===== config.mk =====
export PLATFORM = sky130hd
export DESIGN_NAME = single_byte_charset_to_utf8_core
export DESIGN_NICKNAME = d
export VERILOG_FILES = /design/src/sbc2u8_pkg.sv /design/src/sbc2u8_encode.sv /design/src/single_byte_charset_to_utf8_core.sv
export SDC_FILE = /design/constraint.sdc
export NUM_CORES = 1
export LEC_CHECK = 0
export ABC_CLOCK_PERIOD_IN_PS = 10100
export BUFFER_PORTS_ARGS = -buffer_cell sky130_fd_sc_hd__buf_4
export CAP_MARGIN = 30
export CORE_MARGIN = 2
export CORE_UTILIZATION = 40
export DETAILED_ROUTE_END_ITERATION = 10
export HOLD_SLACK_MARGIN = 0.12
export PLACE_DENSITY_LB_ADDON = 0.05
export SKIP_CTS_REPAIR_TIMING = 1
export SLEW_MARGIN = 20
export SYNTH_ARGS = -nofsm -noshare
export SYNTH_HDL_FRONTEND = slang
export SYNTH_SLANG_ARGS = --single-unit
export TNS_END_PERCENT = 1

===== constraint.sdc =====
create_clock -name i_clk -period 10.1 [get_ports i_clk]
set_clock_uncertainty 0.1 [all_clocks]
set_input_delay 0.505 -clock i_clk [delete_from_list [all_inputs] [get_ports i_clk]]
set_output_delay 0.505 -clock i_clk [all_outputs]
set_load 0.05 [all_outputs]

===== src/sbc2u8_pkg.sv =====
package sbc2u8_pkg;

    // Source character sets selected by the source_set register.
    localparam logic [1:0] SRC_LATIN1 = 2'd0;
    localparam logic [1:0] SRC_ISO5   = 2'd1;
    localparam logic [1:0] SRC_EBCDIC = 2'd2;

    // Configuration register indexes.
    localparam logic CFG_SOURCE_SET   = 1'b0;
    localparam logic CFG_OUT_CAPACITY = 1'b1;

    localparam logic [1:0]  SOURCE_SET_RESET   = SRC_LATIN1;
    localparam logic [15:0] OUT_CAPACITY_RESET = 16'hFFFF;

    // UTF-8 encoding constants.
    localparam logic [15:0] CP_MAX1     = 16'h007F;
    localparam logic [15:0] CP_MAX2     = 16'h07FF;
    localparam logic [7:0]  UTF8_LEAD2  = 8'hC0;
    localparam logic [7:0]  UTF8_LEAD3  = 8'hE0;
    localparam logic [7:0]  UTF8_CONT   = 8'h80;

    localparam logic [15:0] ISO5_NUMERO = 16'h2116;
    localparam logic [15:0] ISO5_OFFSET = 16'h0360;
    localparam logic [7:0]  ISO5_NUMERO_BYTE = 8'hF0;
    localparam logic [7:0]  ISO5_FIRST_SHIFT = 8'hA1;

    // Result status, also used as the halt reason.
    typedef enum logic [1:0] {
        ST_DATA     = 2'd0,
        ST_OVERFLOW = 2'd1,
        ST_TRUNC    = 2'd2
    } t_status;

    // Encoded character: up to three UTF-8 bytes and their number.
    typedef struct packed {
        logic [2:0][7:0] bytes;
        logic [1:0]      n;
    } t_enc;

    localparam logic [7:0] EBC_MID [64] = '{
        8'h20, 8'hA0, 8'hE2, 8'hE4, 8'hE0, 8'hE1, 8'hE3, 8'hE5,
        8'hE7, 8'hF1, 8'hA2, 8'h2E, 8'h3C, 8'h28, 8'h2B, 8'h7C,
        8'h26, 8'hE9, 8'hEA, 8'hEB, 8'hE8, 8'hED, 8'hEE, 8'hEF,
        8'hEC, 8'hC4, 8'hC5, 8'hC9, 8'hB6, 8'hC6, 8'hF4, 8'hF6,
        8'hF2, 8'hFB, 8'hF9, 8'hFF, 8'hD6, 8'hDC, 8'hA2, 8'hA3,
        8'hA5, 8'h7E, 8'hB7, 8'hAF, 8'h60, 8'h27, 8'h3D, 8'h5E,
        8'hFF, 8'hF3, 8'hFA, 8'hA1, 8'hB5, 8'hB7, 8'hAA, 8'hAB,
        8'hAC, 8'hBD, 8'hBC, 8'hA1, 8'hAB, 8'hBB, 8'h3F, 8'h3F
    };

    localparam logic [7:0] EBC_TOP [32] = '{
        8'h30, 8'h31, 8'h32, 8'h33, 8'h34, 8'h35, 8'h36, 8'h37,
        8'h38, 8'h39, 8'h3F, 8'h3F, 8'h3F, 8'h3F, 8'h3F, 8'h3F,
        8'h41, 8'h42, 8'h43, 8'h44, 8'h45, 8'h46, 8'h47, 8'h48,
        8'h49, 8'h4A, 8'h4B, 8'h4C, 8'h4D, 8'h4E, 8'h4F, 8'h3F
    };

    // Every EBCDIC code point of this table fits in eight bits.
    function automatic logic [7:0] ebcdic_cp(input logic [7:0] b);
        logic [7:0] cp;
        if (b < 8'h40) begin
            cp = b;
        end else if (b < 8'h80) begin
            cp = EBC_MID[b[5:0]];
        end else if (b < 8'hE0) begin
            cp = b + 8'h20;
        end else begin
            cp = EBC_TOP[b[4:0]];
        end
        return cp;
    endfunction

    function automatic logic [15:0] iso5_cp(input logic [7:0] b);
        logic [15:0] cp;
        if (b == ISO5_NUMERO_BYTE) begin
            cp = ISO5_NUMERO;
        end else if (b >= ISO5_FIRST_SHIFT) begin
            cp = {8'h00, b} + ISO5_OFFSET;
        end else begin
            cp = {8'h00, b};
        end
        return cp;
    endfunction

endpackage


===== src/sbc2u8_encode.sv =====
module sbc2u8_encode (
    input  logic [1:0]       i_source_set,
    input  logic [7:0]       i_byte,
    output sbc2u8_pkg::t_enc o_enc
);

    logic [15:0] cp;

    always_comb begin
        unique case (i_source_set)
            sbc2u8_pkg::SRC_ISO5:   cp = sbc2u8_pkg::iso5_cp(i_byte);
            sbc2u8_pkg::SRC_EBCDIC: cp = {8'h00, sbc2u8_pkg::ebcdic_cp(i_byte)};
            default:                cp = {8'h00, i_byte};
        endcase
    end

    always_comb begin
        o_enc = '0;
        if (cp <= sbc2u8_pkg::CP_MAX1) begin
            o_enc.n        = 2'd1;
            o_enc.bytes[0] = cp[7:0];
        end else if (cp <= sbc2u8_pkg::CP_MAX2) begin
            o_enc.n        = 2'd2;
            o_enc.bytes[0] = sbc2u8_pkg::UTF8_LEAD2 | {3'b000, cp[10:6]};
            o_enc.bytes[1] = sbc2u8_pkg::UTF8_CONT | {2'b00, cp[5:0]};
        end else begin
            o_enc.n        = 2'd3;
            o_enc.bytes[0] = sbc2u8_pkg::UTF8_LEAD3 | {4'h0, cp[15:12]};
            o_enc.bytes[1] = sbc2u8_pkg::UTF8_CONT | {2'b00, cp[11:6]};
            o_enc.bytes[2] = sbc2u8_pkg::UTF8_CONT | {2'b00, cp[5:0]};
        end
    end

endmodule


===== src/single_byte_charset_to_utf8_core.sv =====
// Channel   Direction  Handshake              Payload
// input     in         i_valid / o_stall      i_in_byte, i_in_last
// result    out        o_valid / i_stall      o_out_byte, o_run_last, o_status,
//                                             o_string_end, o_byte_count
// config    in         i_cfg_we               i_cfg_index, i_cfg_data
//
// A transaction goes into an input register, is translated and checked against the
// capacity combinationally, and lands in a result buffer of up to three UTF-8 bytes.
// The single result port sets the rate: one result per cycle while i_stall is low;
// ASCII and status-only transactions give one result, wider characters two or three.
// Results appear at the earliest once the input register has loaded the result buffer.
// Reset is synchronous, active low; it clears both registers, the byte count and
// the halt state. A stall on the result side holds the buffer, then the input
// register, and only then raises o_stall.
module single_byte_charset_to_utf8_core #(
    parameter int COUNT_WIDTH = 16
) (
    input  logic        i_clk,
    input  logic        i_rst_n,
    input  logic        i_cfg_we,
    input  logic        i_cfg_index,
    input  logic [15:0] i_cfg_data,
    input  logic        i_valid,
    output logic        o_stall,
    input  logic [7:0]  i_in_byte,
    input  logic        i_in_last,
    output logic        o_valid,
    input  logic        i_stall,
    output logic [7:0]  o_out_byte,
    output logic        o_run_last,
    output logic [1:0]  o_status,
    output logic        o_string_end,
    output logic [15:0] o_byte_count
);

    localparam logic [32:0] CountMax = 33'((64'd1 << COUNT_WIDTH) - 64'd1);

    logic [1:0]  r_source_set;
    logic [15:0] r_out_capacity;

    logic        r_in_valid;
    logic [7:0]  r_in_byte;
    logic        r_in_last;

    logic [COUNT_WIDTH-1:0] r_pos;
    sbc2u8_pkg::t_status    r_halt;

    logic                   r_buf_valid;
    logic [1:0]             r_idx;
    logic [2:0][7:0]        r_bytes;
    logic [1:0]             r_n;
    sbc2u8_pkg::t_status    r_status;
    logic                   r_last;
    logic [COUNT_WIDTH-1:0] r_cnt0;

    logic [COUNT_WIDTH-1:0] n_pos;
    sbc2u8_pkg::t_status    n_halt;
    logic [2:0][7:0]        n_bytes;
    logic [1:0]             n_n;
    sbc2u8_pkg::t_status    n_status;
    logic [COUNT_WIDTH-1:0] n_cnt0;

    sbc2u8_pkg::t_enc       enc;
    logic                   is_latin;
    logic [32:0]            cap_w;
    logic [32:0]            limit_w;
    logic [32:0]            pos_w;
    logic [32:0]            need_w;
    logic                   in_accept;
    logic                   out_accept;
    logic                   run_end;
    logic                   buf_done;
    logic                   buf_load;
    logic [COUNT_WIDTH-1:0] cnt;
    logic [31:0]            cnt32;

    sbc2u8_encode u_encode (
        .i_source_set (r_source_set),
        .i_byte       (r_in_byte),
        .o_enc        (enc)
    );

    assign run_end    = (r_idx == r_n - 2'd1);
    assign out_accept = r_buf_valid && !i_stall;
    assign buf_done   = out_accept && run_end;
    assign buf_load   = r_in_valid && (!r_buf_valid || buf_done);
    assign o_stall    = r_in_valid && !buf_load;
    assign in_accept  = i_valid && !o_stall;

    assign is_latin = (r_source_set != sbc2u8_pkg::SRC_ISO5)
                   && (r_source_set != sbc2u8_pkg::SRC_EBCDIC);
    assign cap_w    = 33'(r_out_capacity);
    assign limit_w  = (cap_w < CountMax) ? cap_w : CountMax;
    assign pos_w    = 33'(r_pos);
    assign need_w   = pos_w + 33'(enc.n);

    always_comb begin
        n_pos    = r_pos;
        n_halt   = r_halt;
        n_bytes  = '0;
        n_n      = 2'd1;
        n_status = r_halt;
        n_cnt0   = (r_halt == sbc2u8_pkg::ST_OVERFLOW) ? '0 : r_pos;
        if (r_halt == sbc2u8_pkg::ST_DATA) begin
            // Latin-1 drops bytes with a truncation status once the buffer is full.
            if (is_latin && (pos_w >= limit_w)) begin
                n_status = sbc2u8_pkg::ST_TRUNC;
                n_halt   = sbc2u8_pkg::ST_TRUNC;
                n_cnt0   = r_pos;
            end else if (need_w > limit_w) begin
                n_status = sbc2u8_pkg::ST_OVERFLOW;
                n_halt   = sbc2u8_pkg::ST_OVERFLOW;
                n_cnt0   = '0;
            end else begin
                n_status = sbc2u8_pkg::ST_DATA;
                n_bytes  = enc.bytes;
                n_n      = enc.n;
                n_cnt0   = r_pos + {{(COUNT_WIDTH-1){1'b0}}, 1'b1};
                n_pos    = need_w[COUNT_WIDTH-1:0];
            end
        end
        if (r_in_last) begin
            n_pos  = '0;
            n_halt = sbc2u8_pkg::ST_DATA;
        end
    end

    always_ff @(posedge i_clk) begin
        if (!i_rst_n) begin
            r_source_set   <= sbc2u8_pkg::SOURCE_SET_RESET;
            r_out_capacity <= sbc2u8_pkg::OUT_CAPACITY_RESET;
        end else if (i_cfg_we) begin
            unique case (i_cfg_index)
                sbc2u8_pkg::CFG_SOURCE_SET:   r_source_set   <= i_cfg_data[1:0];
                sbc2u8_pkg::CFG_OUT_CAPACITY: r_out_capacity <= i_cfg_data;
                default: ;
            endcase
        end
    end

    always_ff @(posedge i_clk) begin
        if (!i_rst_n) begin
            r_in_valid <= 1'b0;
        end else if (in_accept) begin
            r_in_valid <= 1'b1;
        end else if (buf_load) begin
            r_in_valid <= 1'b0;
        end
    end

    always_ff @(posedge i_clk) begin
        if (in_accept) begin
            r_in_byte <= i_in_byte;
            r_in_last <= i_in_last;
        end
    end

    always_ff @(posedge i_clk) begin
        if (!i_rst_n) begin
            r_pos       <= '0;
            r_halt      <= sbc2u8_pkg::ST_DATA;
            r_buf_valid <= 1'b0;
            r_idx       <= 2'd0;
        end else if (buf_load) begin
            r_pos       <= n_pos;
            r_halt      <= n_halt;
            r_buf_valid <= 1'b1;
            r_idx       <= 2'd0;
        end else if (buf_done) begin
            r_buf_valid <= 1'b0;
        end else if (out_accept) begin
            r_idx <= r_idx + 2'd1;
        end
    end

    always_ff @(posedge i_clk) begin
        if (buf_load) begin
            r_bytes  <= n_bytes;
            r_n      <= n_n;
            r_status <= n_status;
            r_last   <= r_in_last;
            r_cnt0   <= n_cnt0;
        end
    end

    assign cnt   = r_cnt0 + COUNT_WIDTH'(r_idx);
    assign cnt32 = 32'(cnt);

    assign o_valid      = r_buf_valid;
    assign o_out_byte   = r_bytes[r_idx];
    assign o_run_last   = run_end;
    assign o_status     = r_status;
    assign o_string_end = r_last && run_end;
    assign o_byte_count = cnt32[15:0];

    a_idx_in_run: assert property (@(posedge i_clk) disable iff (!i_rst_n)
        r_buf_valid |-> (r_idx < r_n))
        else $error("result index beyond the buffered run");

    a_status_single: assert property (@(posedge i_clk) disable iff (!i_rst_n)
        (r_buf_valid && (r_status != sbc2u8_pkg::ST_DATA)) |-> (r_n == 2'd1))
        else $error("status result is not a single result");

    a_string_clears: assert property (@(posedge i_clk) disable iff (!i_rst_n)
        (buf_load && r_in_last) |=> ((r_pos == '0) && (r_halt == sbc2u8_pkg::ST_DATA)))
        else $error("end of string did not clear count and halt");

    a_overflow_count: assert property (@(posedge i_clk) disable iff (!i_rst_n)
        (o_valid && (o_status == sbc2u8_pkg::ST_OVERFLOW)) |-> (o_byte_count == 16'd0))
        else $error("overflow result carries a nonzero count");

    a_stall_needs_item: assert property (@(posedge i_clk) disable iff (!i_rst_n)
        o_stall |-> (r_in_valid && r_buf_valid))
        else $error("input stalled with room to take a transaction");

endmodule

* Word-level counts from Yosys, hierarchy flattened
Memory sizes are Yosys's and may differ from the RTL's.
Cells that the tools add are included.
** Storage, ports and cells
- Input port bits :: 31
- ROM bits :: 768
- Flip-flop bits (word level) :: 94
- Memories kept :: 2
** Memories
- (no name shown) :: words 64, bits a word 8, rd ports 1, clocked after memory_dff 0, wr ports 0, RTL line sbc2u8_pkg.sv:64 : cp = EBC_MID[b[5:0]];
- (no name shown) :: words 32, bits a word 8, rd ports 1, clocked after memory_dff 0, wr ports 0, RTL line sbc2u8_pkg.sv:68 : cp = EBC_TOP[b[4:0]];
** Cells by class
- $lt $le $gt $ge :: 12
- Add/sub/neg operators :: 7
- Muxes and demuxes :: 35
- Bitwise operators :: 6
- Equality and inequality tests :: 9
- Reductions and logical operators :: 27
** Operators by type and width (number)
- $mux 16 :: 12
- $mux 8 :: 9
- $pmux 16 s2 :: 1
- $add 16x2->17 :: 1
- $gt 17x16->1 :: 1
- $add 16x1->16 const B :: 1
- $add 16x2->16 :: 1
- $bmux 8 s2 :: 1
- $ge 16x16->1 :: 1
- $le 16x11->1 const B :: 1
- $le 16x7->1 const B :: 1
- $lt 16x16->1 const B :: 1
- $lt 8x8->1 const B :: 2
- $mux 2 :: 6
- $add 8x10->11 const B :: 1
- $mux 10 :: 1
- $add 8x6->8 const B :: 1
- $eq 8x8->1 const B :: 1
- $ge 8x8->1 const B :: 1
- $logic_and 1x1->1 :: 8
- $lt 8x7->1 const B :: 1
- $ge 7x7->1 const B :: 1
- $not 6->7 :: 1
- $ge 6x6->1 const B :: 1
- other kinds (23) :: 40

* Depth between registers and ports, before layout
Gate-level depths: netlist of run 1.
- Depth after elaboration :: 17
- Depth in mapped cells :: 28
- Depth with buffers taken out :: 24

* Hierarchy
From an unflattened synthesis of run 1, not the netlist that was laid out.
** Unflattened totals
- Cells, all modules :: 837
- Area, all modules :: 7236.9 um^2
** Modules (own cells, without submodules)
- single_byte_charset_to_utf8_core :: area each 5594.1 um^2, cells an instance 596, seq. area each 2422.3 um^2, instances 1
- sbc2u8_encode :: area each 1642.8 um^2, cells an instance 241, seq. area each 0.0 um^2, instances 1

* Worst setup path after synthesis of run 1
No wires, ideal clock.
- Path type :: register -> register
- From :: register r_in_byte[5]
- To :: register r_bytes[8] (netlist bit), data pin
- Data required time :: 9.842 ns
- Arrival time :: 5.382 ns
- Cell stages (with the launch flop) :: 28
- Setup slack :: 4.460 ns
- Buffers on the path :: 4
- Path through :: edfxtp_1 buf_2 clkinv_1 clkbuf_1 ha_1 inv_1 ha_1 a211oi_1 o21bai_1 a221oi_1 nand2_2 nand2_1 ha_1 inv_1 fa_1 buf_4 nor4_4 nand2_1 xnor2_1 ha_1 nand2_1 nor3_1 nand4_1 o22a_1 a2111oi_4 buf_4 nand2_2 a211oi_2
** RTL lines
- from (decl) :: RTL line single_byte_charset_to_utf8_core.sv:42 : logic [7:0] r_in_byte;
- from (signal assigned) :: RTL line single_byte_charset_to_utf8_core.sv:153 : r_in_byte <= i_in_byte;
- to (signal assigned) :: RTL line single_byte_charset_to_utf8_core.sv:178 : r_bytes <= n_bytes;
- to (decl) :: RTL line single_byte_charset_to_utf8_core.sv:50 : logic [2:0][7:0] r_bytes;

==> results.py, run 1 <==
metrics = {
    "sta": {
        "rsz0062_at_grt": "no",
        "slew_headroom": 0.489,
        "setup_viol": 0,
        "drv_slew": 0,
        "worst_slew_pin_slew_ps": 766,
        "finalCritPeriodShare": 0.704,
        "finalSetupTns_ps": 0,
        "finalHoldViolCount": 0,
        "max_freq_mhz": 141,
        "layout_min_cycle_time_ps": 7110,
    },
    "routing": {
        "drtIter0Drc": 530,
        "first_pass_iters": 5,
        "wl_um": 18000,
        "wl_met3_um": 996,
        "vias": 5865,
        "drt-met1-wl_um": 9110,
        "ant_nets": 0,
        "met2_length_um": 7550,
        "post_drt_wl_per_cell_um": 17.4,
        "viasPerCell": 5.67,
        "route.detailed.drc": 0,
        "top_layer_used": "met4",
    },
    "logic_synthesis": {
        "syn_area_um2": 6770,
        "synth-edff-count": 52,
        "muxShareOfSynthArea": 0.0231,
        "ys_seq_area_frac": 0.349,
        "syn_avg_cell_area_um2": 8.66,
        "synth_top_family_by_area": "compound AO/OA/AOI/OAI gates",
        "synthAdderAreaFrac": 0.0984,
        "synth-async-reset-ratio": 0,
        "yosys.area_share.simple": 0.192,
        "synthCells": 781,
        "yosysWarnings": 0,
        "synthXorXnorAreaFrac": 0.0362,
        "synth-compound-area-share": 0.233,
        "ys_ff_latch": 92,
        "synthFlopType": "edfxtp_1",
        "synth_cell_types": 81,
    },
    "layout": {
        "mostFrequentLayoutCells": "86 x nand2_1, 66 x buf_4, 55 x inv_1",
        "fillers": 1691,
        "postLayoutCellArea_um2": 7640,
        "drive_gt1_frac": 0.130,
        "nets": 892,
        "area_growth_pct": 13.0,
        "fin_cells": 1034,
        "num_antenna_cells": 0,
        "mostFrequentLayoutCell": "nand2_1",
    },
    "critical_path": {
        "crit_arrival_ps": 7040,
        "cp-end-kind": "register",
        "cp_max_fo": 17,
        "crit_chain": "clkinv_1 -> ha_1 -> inv_1 -> ha_1 -> a211oi_1 -> o21bai_1 -> a221oi_1 -> nand2_2 -> nand2_1 -> ha_1 -> inv_1 -> fa_1 -> nor4_4 -> nand2_1 -> xnor2_1 -> ha_1 -> nand2_1 -> nor3_1 -> nand4_1 -> o22a_1 -> a2111oi_4 -> nand3_1",
        "cpPeakStageDelay_ps": 770,
        "critPathSlowestCell": "a2111oi_4",
        "critPathLaunchType": "register",
        "critPathKind": "register to register",
        "crit_top_cell": "ha_1",
        "crit_required_ps": 10040,
    },
    "pwr": {
        "ir_worst_vdd_uv": 82.2,
        "intPower_uw": 696,
        "pwr-share-comb": 0.176,
        "switchingPower_uw": 279,
        "p_sw_frac": 0.286,
        "power_density_nw_per_um2": 128,
        "power.clock.fraction": 0.385,
        "power_leakage_uw": 0.00319,
        "seqPwrFrac": 0.439,
    },
    "clock_tree": {
        "cts-root-buf": "clkbuf_16",
        "cts_buffer_depth": 2,
        "tritoncts": "yes",
        "htree_num_levels": 3,
        "cts_sinks": 92,
        "clk_pin_slew_worst_paths_ps": 70,
        "cts_inserted_buffers": 9,
        "clock_latency_ps": 350,
    },
    "floorplanning": {
        "ios": 61,
        "initial_core_util": 0.408,
        "die_h_um": 134,
        "coreArea_um2": 16600,
        "std_cell_rows": 47,
        "die-area_um2": 18000,
        "dieWidth_um": 134,
    },
    "hold_path": {
        "min_path_type": "input pin to register",
    },
    "global_routing": {
        "grt_pass1_wl_um": 29600,
        "grt_max_degree": 47,
        "antenna_found_initial": 0,
        "overflow": 0,
        "grt_usage": 0.204,
        "grt_pass1_vias": 5595,
    },
    "place": {
        "placed_cell_area_um2": 7300,
        "dp_cells": 1017,
        "numPortBuffers": 60,
        "gp_congestion": 0.913,
        "dpl.hpwl_um": 13300,
    },
    "run": {
        "cap_viol_max_count": 0,
    },
    "status": {
        "status": "complete, no violations",
    },
}
==> per-layer routing <==
metal  vias to the layer above  global-route usage
met1                      2745               0.310
li1                       2892                   -
met4                         0              0.0696
met5                         -                   0
met2                       203               0.295
met3                        25              0.0314
==> synth_stat cells (all sizes together), types with 8 or more instances <==
| library cell | count | area [um^2] |
|---|---|---|
| a211o | 8 | 70.1 |
| a211oi | 8 | 65.1 |
| a21o | 16 | 120 |
| a21oi | 55 | 279 |
| a22o | 11 | 96.3 |
| and2 | 11 | 68.8 |
| buf | 29 | 158 |
| clkbuf | 22 | 82.6 |
| dfxtp | 40 | 801 |
| edfxtp | 52 | 1560 |
| ha | 50 | 626 |
| inv | 56 | 210 |
| mux2i | 10 | 100 |
| nand2 | 88 | 335 |
| nand2b | 8 | 50.1 |
| nand3 | 21 | 105 |
| nand4 | 15 | 100 |
| nor2 | 54 | 205 |
| nor2b | 15 | 93.8 |
| nor3 | 12 | 60.1 |
| o211ai | 25 | 201 |
| o21ai | 42 | 210 |
| xnor2 | 17 | 149 |
| xor2 | 11 | 96.3 |
==> critical path, delay by kind of cell (launching register included) <==
family | cells | cell delay (ps)
buf+inv | 3 | 660
xor+xnor | 1 | 170
compound gates | 5 | 1850
simple gates | 8 | 1760
fa+ha+maj | 5 | 1640
flops | 1 | 590
==> cell families after synthesis <==
group,count (synthesis)
compound gates,224
simple gates,262
fa+ha+maj,52
mux,13
flops,92
xor+xnor,28
other cells,1
buf+inv,109
==> flip-flops by register name, summed over array words and instances, names as in the netlist, 2 cells and up <==
name            flops
o_status            2
r_bytes            22
r_cnt0             16
r_halt              2
r_idx               2
r_in_byte           8
r_n                 2
r_out_capacity     16
r_pos              16
r_source_set        2
==> layout make-up <==
cell class	instances	area, um^2	area share
well taps	220	275	0.0360
inverters	58	218	0.0285
clock buffers	10	229	0.0300
clock inverters	6	95.1	0.0124
repair buffers	67	510	0.0668
multi-input cells	581	3950	0.517
flip-flops and latches	92	2360	0.309
==> path summary, 6_finish.rpt <==
check	startpoint	endpoint	slack, ps	cells after the start
max	r_in_byte[5]$_DFFE_PP_	r_n[0]$_SDFFCE_PP1P_	2990	22
min	i_in_byte[7]	r_in_byte[7]$_DFFE_PP_	220	1
max reg2reg	r_in_byte[5]$_DFFE_PP_	r_n[0]$_SDFFCE_PP1P_	2990	22
min reg2reg	r_in_valid$_SDFFE_PN0P_	o_valid$_SDFFE_PN0P_	400	1
==> per-stage QoR <==
stage | power (uW) | utilization | setup WS (ps) | hold slack, ps
floorplan | 554 | - | 4460 | 354
global placement | 604 | 0.440 | 3360 | 358
detailed placement | 607 | 0.440 | 3110 | 374
CTS | 983 | 0.460 | 3070 | 210
global route | 1020 | 0.461 | 2330 | 211
finish | 975 | 0.461 | 2990 | 225
==> power by group through the flow <==
stage / clock (uW) / sequential [uW] / combinational [uW]
CTS: 384 / 428 / 171
global route: 397 / 430 / 189
floorplan: 0 / 432 / 122
finish: 375 / 428 / 172
detailed placement: 0 / 436 / 170
global placement: 0 / 436 / 168
Note: power is estimated with default switching activity, not from simulation.
==> run 2: changes to the inputs <==
--- a/config.mk
+++ b/config.mk
@@ -5,7 +5,7 @@
 export SDC_FILE = /design/constraint.sdc
 export NUM_CORES = 1
 export LEC_CHECK = 0
-export ABC_CLOCK_PERIOD_IN_PS = 10100
+export ABC_CLOCK_PERIOD_IN_PS = 5700
 export BUFFER_PORTS_ARGS = -buffer_cell sky130_fd_sc_hd__buf_4
 export CAP_MARGIN = 30
 export CORE_MARGIN = 2
==> constraint.sdc (replaced) <==
create_clock -name i_clk -period 5.7 [get_ports i_clk]
set_clock_uncertainty 0.1 [all_clocks]
set_input_delay 0.285 -clock i_clk [delete_from_list [all_inputs] [get_ports i_clk]]
set_output_delay 0.285 -clock i_clk [all_outputs]
set_load 0.05 [all_outputs]
==> run 2 against run 1 <==
Against the previous run:
- global-route usage up 0.14 points
- first-iteration DRC count down 14%
- worst setup slack worse by 2600 ps
- combinational power up 97%
- wire length up 2.6%
- design area up 5.8%
- critical path depth up 2
- clock power up 57%
- critical endpoint is now r_bytes[11]$_SDFFCE_PP0P_
- total power up 72%
- non-clock buffer count up 51
- utilization up 2.7 points
==> results.py, run 2 (synthesis gave the netlist of run 1 again) <==
metrics = {
    "pwr": {
        "power_density_nw_per_um2": 207,
        "power_leakage_uw": 0.00340,
        "p_total_uw": 1680,
        "ir_worst_vdd_uv": 134,
    },
    "floorplanning": {
        "ios": 61,
        "coreArea_um2": 16600,
        "die-area_um2": 18000,
        "std_cell_rows": 47,
        "dieWidth_um": 134,
        "initial_core_util": 0.408,
        "die_h_um": 134,
    },
    "layout": {
        "num_antenna_cells": 0,
        "mostFrequentLayoutCell": "buf_4",
        "drive_gt1_frac": 0.160,
        "mostFrequentLayoutCells": "89 x buf_4, 86 x nand2_1, 55 x inv_1",
        "area_growth_pct": 19.6,
        "nets": 943,
        "top_register": "r_bytes",
        "postLayoutCellArea_um2": 8090,
        "largest_reg_flops": 22,
    },
    "clock_tree": {
        "clock_latency_ps": 350,
        "tritoncts": "yes",
        "cts_buffer_depth": 2,
        "cts_inserted_buffers": 9,
        "cts_sinks": 92,
        "cts-root-buf": "clkbuf_16",
        "htree_num_levels": 3,
        "clk_pin_slew_worst_paths_ps": 70,
    },
    "routing": {
        "drtIter0Drc": 456,
        "ant_nets": 0,
        "route.detailed.drc": 0,
        "post_drt_wl_per_cell_um": 17.0,
        "first_pass_iters": 5,
        "wl_um": 18400,
        "viasPerCell": 5.53,
        "vias": 6003,
    },
    "critical_path": {
        "reg2reg_depth": 24,
        "critPathKind": "register to register",
        "r2r_setup_slack_ps": 420,
        "crit_end": "r_bytes[11]$_SDFFCE_PP0P_",
        "cp_max_fo": 11,
        "reg2reg_from": "r_source_set[0]$_SDFFE_PN0P_",
        "crit_start": "r_source_set[0]$_SDFFE_PN0P_",
        "crit_arrival_ps": 5380,
        "crit_required_ps": 5810,
        "cp-end-kind": "register",
        "r2r-end": "r_bytes[11]$_SDFFCE_PP0P_",
        "critPathLaunchType": "register",
    },
    "global_routing": {
        "grt_pass1_vias": 5668,
        "grt_usage": 0.206,
        "overflow": 0,
        "grt_pass1_wl_um": 29600,
        "antenna_found_initial": 0,
        "grt_max_degree": 47,
    },
    "place": {
        "numPortBuffers": 60,
        "placed_cell_area_um2": 7490,
        "dpl.hpwl_um": 13800,
        "gp_congestion": 0.871,
    },
    "sta": {
        "layout_min_cycle_time_ps": 5280,
        "fin_hold_ws_ps": 192,
        "worst_slew_pin_slew_ps": 659,
        "drv_slew": 0,
        "slew_headroom": 0.560,
        "finalHoldViolCount": 0,
        "max_freq_mhz": 190,
        "finalCritPeriodShare": 0.925,
        "setup_viol": 0,
        "finalSetupTns_ps": 0,
        "rsz0062_at_grt": "no",
    },
    "hold_path": {
        "hp-start": "i_rst_n",
        "min_path_type": "input pin to register",
        "whs_path_depth": 2,
    },
    "status": {
        "status": "complete, no violations",
    },
    "run": {
        "cap_viol_max_count": 0,
    },
}
[run 2: cell types whose count changed in the layout (fill, tap and decap cells not counted), sizes merged]
cell / delta
buf: +25
bufinv: -2
clkbuf: -1
inv: +1
dlygate4sd3: +26
clkinv: +1
clkinvlp: +1
[run 2: area by class of cell]
class	count	area, um^2
fillers	1612	8490
multi-input cells	581	3980
flip-flops and latches	92	2360
repair buffers	118	975
well taps	220	275
clock buffers	9	225
inverters	58	218
clock inverters	7	60.1
[run 2: worst max-delay path, stage by stage (launching register included)]
cell and delay [ps]:
dfxtp_1 340, inv_1 70, ha_2 410, inv_1 100, nand2_1 250, nor2_1 100
a221oi_2 330, nand2_2 130, nand2_1 90, ha_1 160, inv_1 60, fa_2 390
nor2_2 140, nand3_1 130, or2_2 330, nand2_1 80, ha_1 260, a21oi_1 120
o21ai_0 110, a21oi_1 220, nand4_1 270, a2111oi_4 390, buf_6 200, nand3_1 180
nor2b_1 160
[run 2: how the worst min path moves through the flow]
stage,to,slack (ps)
2_1_floorplan,r_in_byte[0]$_DFFE_PP_,280
3_3_place_gp,o_valid$_SDFFE_PN0P_,360
3_5_place_dp,r_in_byte[3]$_DFFE_PP_,360
4_1_cts,r_in_last$_DFFE_PP_,0.9
5_1_grt,r_out_capacity[5]$_SDFFE_PN1P_,200
6_report,r_out_capacity[4]$_SDFFE_PN1P_,190
[run 2: where the power goes]
part	switching [uW]	internal (uW)	leakage, uW
sequential	18.1	735	0.000819
clock	283	303	0.000132
combinational	207	131	0.00245
[run 2: through the flow]
| stage | setup slack [ps] | utilization | std cells |
|---|---|---|---|
| 2_1_floorplan | 60.0 | - | 782 |
| 3_3_place_gp | 66.6 | 0.451 | 1039 |
| 3_5_place_dp | -39.3 | 0.452 | 1040 |
| 4_1_cts | -79.1 | 0.469 | 1056 |
| 5_1_grt | 66.4 | 0.488 | 1085 |
| 6_report | 425 | 0.488 | 1085 |
[run 2: layer usage]
metal	GRT usage	up-vias	wire (um)
li1	-	2991	-
met1	0.304	2808	9060
met5	0	-	0
met4	0.0480	0	206
met2	0.318	185	8100
met3	0.0317	19	1060
